--- config.mk ---
export PLATFORM = sky130hd
export DESIGN_NAME = sorted_record_table_top
export DESIGN_NICKNAME = d
export VERILOG_FILES = /design/src/srt_pkg.sv /design/src/srt_bmi.sv /design/src/srt_dpath.sv /design/src/srt_ctrl.sv /design/src/sorted_record_table_top.sv
export SDC_FILE = /design/constraint.sdc
export NUM_CORES = 2
export LEC_CHECK = 0
export ABC_CLOCK_PERIOD_IN_PS = 21800
export BUFFER_PORTS_ARGS = -buffer_cell sky130_fd_sc_hd__buf_2
export CAP_MARGIN = 30
export CORE_MARGIN = 2
export CORE_UTILIZATION = 50
export CTS_CLUSTER_DIAMETER = 100
export CTS_CLUSTER_SIZE = 24
export DETAILED_ROUTE_END_ITERATION = 16
export PLACE_DENSITY_LB_ADDON = 0.12
export SYNTH_ARGS = -nofsm -noshare
export SYNTH_HDL_FRONTEND = slang
export SYNTH_SLANG_ARGS = --single-unit
--- constraint.sdc ---
create_clock -name clk -period 21.8 [get_ports clk]
set_input_delay 1.09 -clock clk [delete_from_list [all_inputs] [get_ports clk]]
set_output_delay 1.09 -clock clk [all_outputs]
set_load 0.005 [all_outputs]
--- src/srt_pkg.sv ---
// ---------------------------------------------------------------------------
// srt_pkg: shared types and constants for the sorted record table
// Record layout, command and status codes, controller/datapath interface.
// ---------------------------------------------------------------------------
`default_nettype none

package srt_pkg;

  localparam int KEY_W  = 64;
  localparam int NAME_W = 64;
  localparam int WGT_W  = 13;
  localparam int HGT_W  = 9;
  localparam int BMI_W  = 16;
  localparam int CMD_W  = 3;
  localparam int ST_W   = 3;
  localparam int POS_W  = 4;
  localparam int ENT_W  = 5;
  localparam int SLOT_W = 4;
  localparam int IN_W   = 224;
  localparam int OUT_W  = 184;

  // BMI divider: weight * 10000 fits 27 bits, height squared fits 18 bits
  localparam int NUM_W  = 27;
  localparam int DEN_W  = 18;
  localparam int STEP_W = 5;
  localparam logic [NUM_W-1:0] BMI_SCALE = 27'd10000;
  localparam logic [BMI_W-1:0] BMI_MAX   = 16'hFFFF;

  typedef enum logic [CMD_W-1:0] {
    CMD_INSERT     = 3'd0,
    CMD_DELETE     = 3'd1,
    CMD_READ       = 3'd2,
    CMD_REKEY      = 3'd3,
    CMD_SET_NAME   = 3'd4,
    CMD_SET_WEIGHT = 3'd5,
    CMD_SET_HEIGHT = 3'd6,
    CMD_INVALID    = 3'd7
  } cmd_t;

  typedef enum logic [ST_W-1:0] {
    ST_OK       = 3'd0,
    ST_DUP      = 3'd1,
    ST_NOTFOUND = 3'd2,
    ST_FULL     = 3'd3,
    ST_EMPTY    = 3'd4,
    ST_BADIDX   = 3'd5
  } status_t;

  typedef enum logic [1:0] {
    RA_IDX    = 2'd0,
    RA_IDX_M1 = 2'd1,
    RA_IDX_P1 = 2'd2,
    RA_SLOT   = 2'd3
  } rd_sel_t;

  typedef struct packed {
    logic [KEY_W-1:0]  key;
    logic [NAME_W-1:0] name;
    logic [WGT_W-1:0]  weight;
    logic [HGT_W-1:0]  height;
    logic [BMI_W-1:0]  bmi;
  } record_t;

  typedef struct packed {
    logic    ld_in;
    logic    idx_clr;
    logic    idx_inc;
    logic    idx_dec;
    logic    idx_cnt;
    logic    idx_pos;
    logic    pos_idx;
    logic    pos_slot;
    logic    rd_en;
    rd_sel_t rd_sel;
    logic    wr_en;
    logic    wr_shift;
    logic    hit_ld;
    logic    hit_clr;
    logic    cap_hold;
    logic    hold_new;
    logic    set_name;
    logic    set_w;
    logic    set_h;
    logic    set_nkey;
    logic    bmi_start;
    logic    bmi_cap;
    logic    cnt_inc;
    logic    cnt_dec;
    logic    tgt_new;
    logic    res_ld;
    logic    res_rec;
    status_t res_st;
  } ctrl_t;

  typedef struct packed {
    cmd_t cmd;
    logic idx_lt_cnt;
    logic key_lt;
    logic hit;
    logic cnt_full;
    logic cnt_zero;
    logic slot_ok;
    logic up_more;
    logic dn_more;
    logic bmi_busy;
    logic out_free;
  } stat_t;

endpackage

`default_nettype wire

--- src/srt_bmi.sv ---
// ---------------------------------------------------------------------------
// srt_bmi: body-mass index unit
// Computes floor(weight * 10000 / height^2) one quotient bit per cycle,
// saturating to all ones on zero height or overflow.
// ---------------------------------------------------------------------------
`default_nettype none

module srt_bmi (
  input  wire logic                      clk,
  input  wire logic                      rst_n,
  input  wire logic                      start,
  input  wire logic [srt_pkg::WGT_W-1:0] weight,
  input  wire logic [srt_pkg::HGT_W-1:0] height,
  output logic                           busy,
  output logic [srt_pkg::BMI_W-1:0]      bmi
);

  logic                           busy_r;
  logic [srt_pkg::STEP_W-1:0]     step_r;
  logic [srt_pkg::NUM_W-1:0]      num_r;
  logic [srt_pkg::DEN_W-1:0]      den_r;
  logic [srt_pkg::DEN_W-1:0]      rem_r;
  logic [srt_pkg::DEN_W-1:0]      rem_nxt;
  logic [srt_pkg::DEN_W:0]        trial;
  logic                           ge;

  // one restoring step: shift in next numerator bit, try subtract
  always_comb begin
    trial   = {rem_r, num_r[srt_pkg::NUM_W-1]};
    ge      = trial >= {1'b0, den_r};
    rem_nxt = ge ? srt_pkg::DEN_W'(trial - {1'b0, den_r}) : srt_pkg::DEN_W'(trial);
  end

  // step counter
  always_ff @(posedge clk) begin
    if (!rst_n) begin
      busy_r <= 1'b0;
      step_r <= '0;
    end else if (start) begin
      busy_r <= 1'b1;
      step_r <= srt_pkg::STEP_W'(srt_pkg::NUM_W);
    end else if (busy_r) begin
      step_r <= step_r - 1'b1;
      if (step_r == srt_pkg::STEP_W'(1)) begin
        busy_r <= 1'b0;
      end
    end
  end

  // operands and quotient shift register
  always_ff @(posedge clk) begin
    if (start) begin
      num_r <= srt_pkg::NUM_W'(weight) * srt_pkg::BMI_SCALE;
      den_r <= srt_pkg::DEN_W'(height) * srt_pkg::DEN_W'(height);
      rem_r <= '0;
    end else if (busy_r) begin
      num_r <= {num_r[srt_pkg::NUM_W-2:0], ge};
      rem_r <= rem_nxt;
    end
  end

  assign busy = busy_r;
  assign bmi  = (den_r == '0 || num_r[srt_pkg::NUM_W-1:srt_pkg::BMI_W] != '0) ?
                srt_pkg::BMI_MAX : num_r[srt_pkg::BMI_W-1:0];

endmodule

`default_nettype wire

--- src/srt_dpath.sv ---
// ---------------------------------------------------------------------------
// srt_dpath: record table datapath
// Record memory, walk index, held record, BMI unit and result register.
// ---------------------------------------------------------------------------
`default_nettype none

module srt_dpath #(
  parameter int CAPACITY = 16
) (
  input  wire logic                      clk,
  input  wire logic                      rst_n,
  input  wire logic [srt_pkg::IN_W-1:0]  in_tdata,
  input  wire srt_pkg::ctrl_t            ctrl,
  output srt_pkg::stat_t                 stat,
  output logic                           out_tvalid,
  input  wire logic                      out_tready,
  output logic [srt_pkg::OUT_W-1:0]      out_tdata
);

  localparam int AW = $clog2(CAPACITY);
  localparam int CW = $clog2(CAPACITY + 1);
  localparam int SW = CW + srt_pkg::SLOT_W;

  // latched command word
  srt_pkg::cmd_t                cmd_r;
  logic [srt_pkg::KEY_W-1:0]    key_r;
  logic [srt_pkg::KEY_W-1:0]    nkey_r;
  logic [srt_pkg::NAME_W-1:0]   name_r;
  logic [srt_pkg::WGT_W-1:0]    wgt_r;
  logic [srt_pkg::HGT_W-1:0]    hgt_r;
  logic [srt_pkg::SLOT_W-1:0]   slot_r;

  srt_pkg::record_t             mem [CAPACITY];
  srt_pkg::record_t             rd_r;
  srt_pkg::record_t             hold_r;
  logic [AW-1:0]                ra;
  logic [AW-1:0]                wa;
  srt_pkg::record_t             wd;

  logic [CW-1:0]                cnt_r;
  logic [CW-1:0]                idx_r;
  logic [AW-1:0]                pos_r;
  logic                         hit_r;
  logic [srt_pkg::KEY_W-1:0]    tgt;

  logic                         bmi_busy;
  logic [srt_pkg::BMI_W-1:0]    bmi_val;

  logic                         ov_r;
  srt_pkg::status_t             o_st_r;
  logic [srt_pkg::POS_W-1:0]    o_pos_r;
  logic [srt_pkg::ENT_W-1:0]    o_ent_r;
  srt_pkg::record_t             o_rec_r;

  // capture the accepted word
  always_ff @(posedge clk) begin
    if (ctrl.ld_in) begin
      cmd_r  <= srt_pkg::cmd_t'(in_tdata[2:0]);
      key_r  <= in_tdata[66:3];
      nkey_r <= in_tdata[130:67];
      name_r <= in_tdata[194:131];
      wgt_r  <= in_tdata[207:195];
      hgt_r  <= in_tdata[216:208];
      slot_r <= in_tdata[220:217];
    end
  end

  // memory addresses
  always_comb begin
    case (ctrl.rd_sel)
      srt_pkg::RA_IDX:    ra = idx_r[AW-1:0];
      srt_pkg::RA_IDX_M1: ra = AW'(idx_r - 1'b1);
      srt_pkg::RA_IDX_P1: ra = AW'(idx_r + 1'b1);
      default:            ra = AW'(slot_r);
    endcase
    wa = ctrl.wr_shift ? idx_r[AW-1:0] : pos_r;
    wd = ctrl.wr_shift ? rd_r : hold_r;
  end

  // record memory, registered read
  always_ff @(posedge clk) begin
    if (ctrl.wr_en) begin
      mem[wa] <= wd;
    end
    if (ctrl.rd_en) begin
      rd_r <= mem[ra];
    end
  end

  // count, walk index, search result
  always_ff @(posedge clk) begin
    if (!rst_n) begin
      cnt_r <= '0;
    end else if (ctrl.cnt_inc) begin
      cnt_r <= cnt_r + 1'b1;
    end else if (ctrl.cnt_dec) begin
      cnt_r <= cnt_r - 1'b1;
    end
  end

  always_ff @(posedge clk) begin
    if (ctrl.idx_clr) begin
      idx_r <= '0;
    end else if (ctrl.idx_inc) begin
      idx_r <= idx_r + 1'b1;
    end else if (ctrl.idx_dec) begin
      idx_r <= idx_r - 1'b1;
    end else if (ctrl.idx_cnt) begin
      idx_r <= cnt_r;
    end else if (ctrl.idx_pos) begin
      idx_r <= CW'(pos_r);
    end
    if (ctrl.pos_idx) begin
      pos_r <= AW'(idx_r);
    end else if (ctrl.pos_slot) begin
      pos_r <= AW'(slot_r);
    end
    if (ctrl.hit_clr) begin
      hit_r <= 1'b0;
    end else if (ctrl.hit_ld) begin
      hit_r <= (rd_r.key == tgt);
    end
  end

  // held record: found entry, then field updates
  always_ff @(posedge clk) begin
    if (ctrl.cap_hold) begin
      hold_r <= rd_r;
    end
    if (ctrl.hold_new) begin
      hold_r.key    <= key_r;
      hold_r.name   <= name_r;
      hold_r.weight <= wgt_r;
      hold_r.height <= hgt_r;
    end
    if (ctrl.set_name) begin
      hold_r.name <= name_r;
    end
    if (ctrl.set_w) begin
      hold_r.weight <= wgt_r;
    end
    if (ctrl.set_h) begin
      hold_r.height <= hgt_r;
    end
    if (ctrl.set_nkey) begin
      hold_r.key <= nkey_r;
    end
    if (ctrl.bmi_cap) begin
      hold_r.bmi <= bmi_val;
    end
  end

  srt_bmi u_bmi (
    .clk    (clk),
    .rst_n  (rst_n),
    .start  (ctrl.bmi_start),
    .weight (hold_r.weight),
    .height (hold_r.height),
    .busy   (bmi_busy),
    .bmi    (bmi_val)
  );

  // result register
  always_ff @(posedge clk) begin
    if (!rst_n) begin
      ov_r <= 1'b0;
    end else if (ctrl.res_ld) begin
      ov_r <= 1'b1;
    end else if (out_tready) begin
      ov_r <= 1'b0;
    end
  end

  always_ff @(posedge clk) begin
    if (ctrl.res_ld) begin
      o_st_r  <= ctrl.res_st;
      o_ent_r <= srt_pkg::ENT_W'(cnt_r);
      o_pos_r <= ctrl.res_rec ? srt_pkg::POS_W'(pos_r) : '0;
      o_rec_r <= ctrl.res_rec ? hold_r : '0;
    end
  end

  // status toward the controller
  always_comb begin
    tgt             = ctrl.tgt_new ? nkey_r : key_r;
    stat.cmd        = cmd_r;
    stat.idx_lt_cnt = idx_r < cnt_r;
    stat.key_lt     = rd_r.key < tgt;
    stat.hit        = hit_r;
    stat.cnt_full   = cnt_r == CW'(CAPACITY);
    stat.cnt_zero   = cnt_r == '0;
    stat.slot_ok    = SW'(slot_r) < SW'(cnt_r);
    stat.up_more    = idx_r > CW'(pos_r);
    stat.dn_more    = (CW+1)'(idx_r) + 1'b1 < (CW+1)'(cnt_r);
    stat.bmi_busy   = bmi_busy;
    stat.out_free   = !ov_r || out_tready;
  end

  assign out_tvalid = ov_r;
  assign out_tdata  = {6'd0, o_rec_r.bmi, o_rec_r.height, o_rec_r.weight,
                       o_rec_r.name, o_rec_r.key, o_ent_r, o_pos_r, o_st_r};

endmodule

`default_nettype wire

--- src/srt_ctrl.sv ---
// ---------------------------------------------------------------------------
// srt_ctrl: record table controller
// Sequences search, shift, BMI and write steps for each command word.
// ---------------------------------------------------------------------------
`default_nettype none

module srt_ctrl (
  input  wire logic            clk,
  input  wire logic            rst_n,
  input  wire logic            in_tvalid,
  output logic                 in_tready,
  input  wire srt_pkg::stat_t  stat,
  output srt_pkg::ctrl_t       ctrl
);

  typedef enum logic [13:0] {
    S_IDLE     = 14'b00000000000001,
    S_DECIDE   = 14'b00000000000010,
    S_SRD      = 14'b00000000000100,
    S_SCMP     = 14'b00000000001000,
    S_RD_SLOT  = 14'b00000000010000,
    S_CAP_SLOT = 14'b00000000100000,
    S_UP_CHK   = 14'b00000001000000,
    S_UP_WR    = 14'b00000010000000,
    S_DN_CHK   = 14'b00000100000000,
    S_DN_WR    = 14'b00001000000000,
    S_BMI_GO   = 14'b00010000000000,
    S_BMI_WAIT = 14'b00100000000000,
    S_WRITE    = 14'b01000000000000,
    S_FIN      = 14'b10000000000000
  } state_t;

  typedef enum logic [1:0] {
    PH_START = 2'd0,
    PH_FIND  = 2'd1,
    PH_NEW   = 2'd2,
    PH_PLACE = 2'd3
  } phase_t;

  state_t           state_r, state_nxt;
  phase_t           phase_r, phase_nxt;
  srt_pkg::status_t st_r, st_nxt;
  logic             rec_r, rec_nxt;

  always_ff @(posedge clk) begin
    if (!rst_n) begin
      state_r <= S_IDLE;
      phase_r <= PH_START;
      st_r    <= srt_pkg::ST_OK;
      rec_r   <= 1'b0;
    end else begin
      state_r <= state_nxt;
      phase_r <= phase_nxt;
      st_r    <= st_nxt;
      rec_r   <= rec_nxt;
    end
  end

  assign in_tready = (state_r == S_IDLE);

  // next state and datapath commands
  always_comb begin
    state_nxt    = state_r;
    phase_nxt    = phase_r;
    st_nxt       = st_r;
    rec_nxt      = rec_r;
    ctrl         = '0;
    ctrl.rd_sel  = srt_pkg::RA_IDX;
    ctrl.res_st  = st_r;
    ctrl.tgt_new = (phase_r != PH_FIND);

    unique case (state_r)
      S_IDLE: begin
        if (in_tvalid) begin
          ctrl.ld_in = 1'b1;
          phase_nxt  = PH_START;
          state_nxt  = S_DECIDE;
        end
      end

      S_DECIDE: begin
        rec_nxt   = 1'b0;
        state_nxt = S_FIN;
        unique case (phase_r)
          PH_START: begin
            if (stat.cmd == srt_pkg::CMD_INVALID) begin
              st_nxt = srt_pkg::ST_BADIDX;
            end else if (stat.cmd == srt_pkg::CMD_INSERT && stat.cnt_full) begin
              st_nxt = srt_pkg::ST_FULL;
            end else if (stat.cmd != srt_pkg::CMD_INSERT && stat.cnt_zero) begin
              st_nxt = srt_pkg::ST_EMPTY;
            end else if (stat.cmd == srt_pkg::CMD_READ) begin
              if (stat.slot_ok) begin
                state_nxt = S_RD_SLOT;
              end else begin
                st_nxt = srt_pkg::ST_BADIDX;
              end
            end else begin
              ctrl.idx_clr = 1'b1;
              phase_nxt    = PH_FIND;
              state_nxt    = S_SRD;
            end
          end
          PH_FIND: begin
            if (stat.cmd == srt_pkg::CMD_INSERT) begin
              if (stat.hit) begin
                st_nxt = srt_pkg::ST_DUP;
              end else begin
                ctrl.pos_idx  = 1'b1;
                ctrl.hold_new = 1'b1;
                ctrl.idx_cnt  = 1'b1;
                state_nxt     = S_UP_CHK;
              end
            end else if (!stat.hit) begin
              st_nxt = srt_pkg::ST_NOTFOUND;
            end else begin
              ctrl.pos_idx = 1'b1;
              case (stat.cmd)
                srt_pkg::CMD_DELETE: state_nxt = S_DN_CHK;
                srt_pkg::CMD_REKEY: begin
                  ctrl.idx_clr = 1'b1;
                  phase_nxt    = PH_NEW;
                  state_nxt    = S_SRD;
                end
                srt_pkg::CMD_SET_NAME: begin
                  ctrl.set_name = 1'b1;
                  state_nxt     = S_WRITE;
                end
                srt_pkg::CMD_SET_WEIGHT: begin
                  ctrl.set_w = 1'b1;
                  state_nxt  = S_BMI_GO;
                end
                default: begin
                  ctrl.set_h = 1'b1;
                  state_nxt  = S_BMI_GO;
                end
              endcase
            end
          end
          PH_NEW: begin
            if (stat.hit) begin
              st_nxt = srt_pkg::ST_DUP;
            end else begin
              ctrl.idx_pos = 1'b1;
              state_nxt    = S_DN_CHK;
            end
          end
          default: begin
            ctrl.pos_idx  = 1'b1;
            ctrl.set_nkey = 1'b1;
            ctrl.idx_cnt  = 1'b1;
            state_nxt     = S_UP_CHK;
          end
        endcase
      end

      // walk up from index 0 until key >= target
      S_SRD: begin
        if (stat.idx_lt_cnt) begin
          ctrl.rd_en = 1'b1;
          state_nxt  = S_SCMP;
        end else begin
          ctrl.hit_clr = 1'b1;
          state_nxt    = S_DECIDE;
        end
      end

      S_SCMP: begin
        if (stat.key_lt) begin
          ctrl.idx_inc = 1'b1;
          state_nxt    = S_SRD;
        end else begin
          ctrl.hit_ld   = 1'b1;
          ctrl.cap_hold = (phase_r == PH_FIND);
          state_nxt     = S_DECIDE;
        end
      end

      S_RD_SLOT: begin
        ctrl.rd_en    = 1'b1;
        ctrl.rd_sel   = srt_pkg::RA_SLOT;
        ctrl.pos_slot = 1'b1;
        state_nxt     = S_CAP_SLOT;
      end

      S_CAP_SLOT: begin
        ctrl.cap_hold = 1'b1;
        st_nxt        = srt_pkg::ST_OK;
        rec_nxt       = 1'b1;
        state_nxt     = S_FIN;
      end

      // open a gap at pos, moving entries up one
      S_UP_CHK: begin
        if (stat.up_more) begin
          ctrl.rd_en  = 1'b1;
          ctrl.rd_sel = srt_pkg::RA_IDX_M1;
          state_nxt   = S_UP_WR;
        end else if (stat.cmd == srt_pkg::CMD_INSERT) begin
          state_nxt = S_BMI_GO;
        end else begin
          state_nxt = S_WRITE;
        end
      end

      S_UP_WR: begin
        ctrl.wr_en    = 1'b1;
        ctrl.wr_shift = 1'b1;
        ctrl.idx_dec  = 1'b1;
        state_nxt     = S_UP_CHK;
      end

      // close the gap at pos, moving entries down one
      S_DN_CHK: begin
        if (stat.dn_more) begin
          ctrl.rd_en  = 1'b1;
          ctrl.rd_sel = srt_pkg::RA_IDX_P1;
          state_nxt   = S_DN_WR;
        end else begin
          ctrl.cnt_dec = 1'b1;
          if (stat.cmd == srt_pkg::CMD_DELETE) begin
            st_nxt    = srt_pkg::ST_OK;
            rec_nxt   = 1'b1;
            state_nxt = S_FIN;
          end else begin
            ctrl.idx_clr = 1'b1;
            phase_nxt    = PH_PLACE;
            state_nxt    = S_SRD;
          end
        end
      end

      S_DN_WR: begin
        ctrl.wr_en    = 1'b1;
        ctrl.wr_shift = 1'b1;
        ctrl.idx_inc  = 1'b1;
        state_nxt     = S_DN_CHK;
      end

      S_BMI_GO: begin
        ctrl.bmi_start = 1'b1;
        state_nxt      = S_BMI_WAIT;
      end

      S_BMI_WAIT: begin
        if (!stat.bmi_busy) begin
          ctrl.bmi_cap = 1'b1;
          state_nxt    = S_WRITE;
        end
      end

      S_WRITE: begin
        ctrl.wr_en   = 1'b1;
        ctrl.cnt_inc = (stat.cmd == srt_pkg::CMD_INSERT) ||
                       (stat.cmd == srt_pkg::CMD_REKEY);
        st_nxt       = srt_pkg::ST_OK;
        rec_nxt      = 1'b1;
        state_nxt    = S_FIN;
      end

      // hold until the result register is free
      S_FIN: begin
        if (stat.out_free) begin
          ctrl.res_ld  = 1'b1;
          ctrl.res_rec = rec_r;
          state_nxt    = S_IDLE;
        end
      end

      default: state_nxt = S_IDLE;
    endcase
  end

endmodule

`default_nettype wire

--- src/sorted_record_table_top.sv ---
// ---------------------------------------------------------------------------
// sorted_record_table_top: sorted record table
// Holds up to CAPACITY records in ascending key order and serves commands.
// ---------------------------------------------------------------------------
// Usage: one command word in on the in_ channel, exactly one result word out
// on the out_ channel. The block works on one command at a time: in_tready is
// high only while it is idle, and it may already be high while the previous
// result still waits in the output register.
// Command timing: a key search reads one entry at a time, stepping up from
// index 0; each record moved by insert, delete or rekey is read and then
// written back, and a BMI update runs the 27-step divider. Read at index
// needs no search. The record memory's single read and write port sets
// the walk rate.
// Reset empties the table (count to zero) and drops any pending result;
// the record memory itself is not cleared. If out_tready stays low, the
// finished result holds and the block waits before loading the next one.
// ---------------------------------------------------------------------------
`default_nettype none

module sorted_record_table_top #(
  parameter int CAPACITY = 16
) (
  input  wire logic                      clk,
  input  wire logic                      rst_n,
  input  wire logic                      in_tvalid,
  output logic                           in_tready,
  // cmd, key, new_key, name_tag, weight_dkg, height_cm, slot (from bit 0)
  input  wire logic [srt_pkg::IN_W-1:0]  in_tdata,
  output logic                           out_tvalid,
  input  wire logic                      out_tready,
  // status, position, entries, out_key, out_name, out_weight, out_height,
  // out_bmi_x100 (from bit 0)
  output logic [srt_pkg::OUT_W-1:0]      out_tdata
);

  srt_pkg::ctrl_t ctrl;
  srt_pkg::stat_t stat;

  srt_ctrl u_ctrl (
    .clk       (clk),
    .rst_n     (rst_n),
    .in_tvalid (in_tvalid),
    .in_tready (in_tready),
    .stat      (stat),
    .ctrl      (ctrl)
  );

  srt_dpath #(
    .CAPACITY (CAPACITY)
  ) u_dpath (
    .clk        (clk),
    .rst_n      (rst_n),
    .in_tdata   (in_tdata),
    .ctrl       (ctrl),
    .stat       (stat),
    .out_tvalid (out_tvalid),
    .out_tready (out_tready),
    .out_tdata  (out_tdata)
  );

endmodule

`default_nettype wire

==> run metrics <==
RSZ-0062 raised after global routing false; Synth cell types 84; Max rail drop VDD between 0.2 and 0.3 mV; minimum clock period 7540 ps; CP Max Fanout 144; fin nets approximately 11k; leak pwr roughly 55 nW; initial cell density of the core between 50% and 60%; final max-slew violation count 0; Pwr per Cell Area approximately 110 nW/um^2; Setup CP Type flip-flop to flip-flop; CP arrival 8180 ps; max layer used met5; TritonRoute pass-1 iters 6; Data required, critical path roughly 22,000 ps; post-DP HPWL between 200 and 250 mm; # setup viols final 0; clk sinks 3,491; Resized cells post-CTS 0; 1st-iter DRT viols between 10k and 15k; Finished Layout Cells between 10k and 15k; wl on met1 176 mm; overall routing resource usage 27.2%; Die H roughly 540 um; Clock Latency Late Sink about 900 ps; CTS buffer count roughly 170; pin count of the biggest net entering global routing around 180; Die W 539 um; PortBufs approximately 400; Worst Max-Slew Pin Slew between 1000 and 1500 ps; vias in the first global route 81.9k; fin area approximately 150,000 sq um; post-synthesis async set-or-reset flop share 0%; Worst-path clk slew roughly 100 ps; placed insts roughly 14k; Mapped Cells approximately 10k; outcome complete, no violations; final wirelength slightly above 400 mm; # fillers between 20k and 25k; Yosys reg bits between 3k and 4k; sequential area share after synthesis a little over 70%; postcts setup bufs 0; Hold Crit Class input port to flip-flop; Mean Syn Cell Area roughly 14 sq um; met3 WL post-DR between 30 and 40 mm; first-pass GRT wire length roughly 580 mm; placed cell area about 150,000 sq um; H-tree depth reported by CTS 4; drt via density 6.17; Hold Slack 349 ps; Final Cycle Share approximately 35%; Post-synth EDFFs roughly 3.4k; cts hold-fix bufs 0; vias 86.1k; Worst Clk Skew ~57 ps; TritonCTS clock tree yes; Startpoint Class flip-flop; Setup Slack @ Placement ~14,000 ps; crit path capture type flip-flop; IO Count a little over 400; Std-Cell Rows about 200; synth-to-layout area growth 7.98%; Rel. slew slack around a fifth; Final Wtd Congestion 0.860; number of antenna violations at the first check in global routing 26; Hold Vio Cnt, Final 0; Final ANT Viol Nets 0; Root Buffer clkbuf_16; layout cell share with drive strength beyond 1 13.6%; YS warnings 0; Synth Cell Area roughly 140,000 sq um; die area a little under 300,000 sq um; DRC violations left 0; CTS Buffer Depth 4; Total Neg Setup Slack 0 ps; setup ws final about 14,000 ps; WL per Instance approximately 29 um; Max Clk Rate about 130 MHz; max_cap viols 0; Primary FF master, synth edfxtp_1; Core Box Area ~290,000 sq um; gr ovfl total 0; met2 routed wirelength around 190 mm
## synth_stat cells (8+ instances only)
cell type / count / area share [%]
nand2_1: 1986 / 5.2
inv_1: 218 / 0.57
o21ai_0: 82 / 0.29
o211ai_1: 15 / 0.079
nor4_1: 67 / 0.29
dfxtp_1: 60 / 0.84
or2_2: 8 / 0.035
a21o_1: 29 / 0.15
and3_1: 254 / 1.1
a211oi_1: 12 / 0.063
xor2_1: 23 / 0.14
clkbuf_1: 340 / 0.89
mux2_2: 462 / 3.6
nor2b_1: 21 / 0.092
a2111oi_2: 71 / 0.74
a21oi_1: 225 / 0.79
buf_2: 170 / 0.59
or3_1: 13 / 0.057
nand3_1: 768 / 2.7
fa_1: 61 / 0.85
o21a_1: 10 / 0.052
mux2i_1: 321 / 2.2
nor2_1: 191 / 0.50
nor3_1: 35 / 0.12
nand2b_1: 12 / 0.052
buf_4: 12 / 0.063
o22ai_1: 106 / 0.46
nand4_1: 153 / 0.67
a31oi_1: 250 / 1.1
ha_1: 203 / 1.8
a32o_1: 102 / 0.71
and2_1: 33 / 0.14
xnor2_1: 37 / 0.23
edfxtp_1: 3431 / 72
buf_1: 61 / 0.16
## metrics by stage
step	util, %	power (mW)
2_1_floorplan	-	11.4
3_3_place_gp	52.4	13.1
3_5_place_dp	52.5	13.2
4_1_cts	54.1	16.7
5_1_grt	54.2	17.4
6_report	54.2	16.7
## critical path, stage by stage, from the launching register on
cell and delay [ps]:
dfxtp_1 540, inv_1 270, ha_1 550, ha_1 300, o21ai_0 160, o21ai_0 190, a21oi_1 340, nor2b_1 370
a22oi_1 240, a21oi_4 210, buf_12 460, buf_12 700, buf_4 860, buf_12 530, nand2_1 100, and3_1 220
a2111oi_2 500
## report_power, final
part / switching [mW] / total (mW) / internal (mW) / leakage (nW)
Combinational: 3.77 / 5.44 / 1.67 / 20.3
Sequential: 0.103 / 7.68 / 7.58 / 31.9
Clock: 2.08 / 3.57 / 1.49 / 2.31
## registers in the layout, indices dropped and copies added, names as in the netlist, 9 cells and up
register,cells
u_dpath.nkey_r,64
u_dpath.name_r,64
u_dpath.rd_r,166
u_dpath.u_bmi.rem_r,18
u_ctrl.state_r,14
u_dpath.u_bmi.den_r,17
u_dpath.hgt_r,9
u_dpath.out_tdata,166
u_dpath.key_r,64
u_dpath.hold_r,166
u_dpath.wgt_r,13
u_dpath.u_bmi.num_r,27
u_dpath.mem,2656
## kinds of logic after synthesis
logic type	share of synthesized area (%)
fa+ha+maj	2.63
other cells	0.00262
flops	72.8
xor+xnor	0.367
mux	5.87
buf+inv	2.31
compound gates	4.87
simple gates	11.2
## path summary, 6_finish.rpt
path                    startpoint                  to  slack (ps)  depth (start not counted)
setup / recovery  u_dpath.idx_r[0]    u_dpath.rd_r[96]       14260                         16
hold / removal        in_tdata[81]  u_dpath.nkey_r[14]         350                          1
setup reg to reg  u_dpath.idx_r[0]    u_dpath.rd_r[96]       14260                         16
hold reg to reg     u_ctrl.st_r[0]   u_dpath.o_st_r[0]         470                          0
## placed cells by master, fill, tap and decap left out, drive strengths merged, types with 106 or more instances in the layout
| cell | n |
|---|---|
| edfxtp | 3431 |
| nand2 | 1987 |
| nand3 | 768 |
| buf | 590 |
| mux2 | 462 |
| mux2i | 321 |
| and3 | 254 |
| a31oi | 250 |
| inv | 228 |
| a21oi | 226 |
| ha | 203 |
| clkbuf | 196 |
| nor2 | 194 |
| nand4 | 154 |
| o22ai | 106 |
## routing by layer
layer / up-vias / global-route usage (%)
li1: 37500 / -
met1: 44400 / 40.6
met2: 3744 / 43.2
met3: 424 / 3.11
met4: 8 / 6.00
met5: - / 0
## layout make-up
class                   count  area, sq um  share of cell area (%)
multi-input cells        5666        36100                    23.3
diodes                      8         20.0                  0.0129
clock buffers             194         4430                    2.86
repair buffers            592         4090                    2.64
clock inverters            19          309                   0.200
flip-flops and latches   3491       104000                    67.4
inverters                 219          822                   0.531
well taps                3762         4710                    3.04
Power figures use the tool's default switching activity.
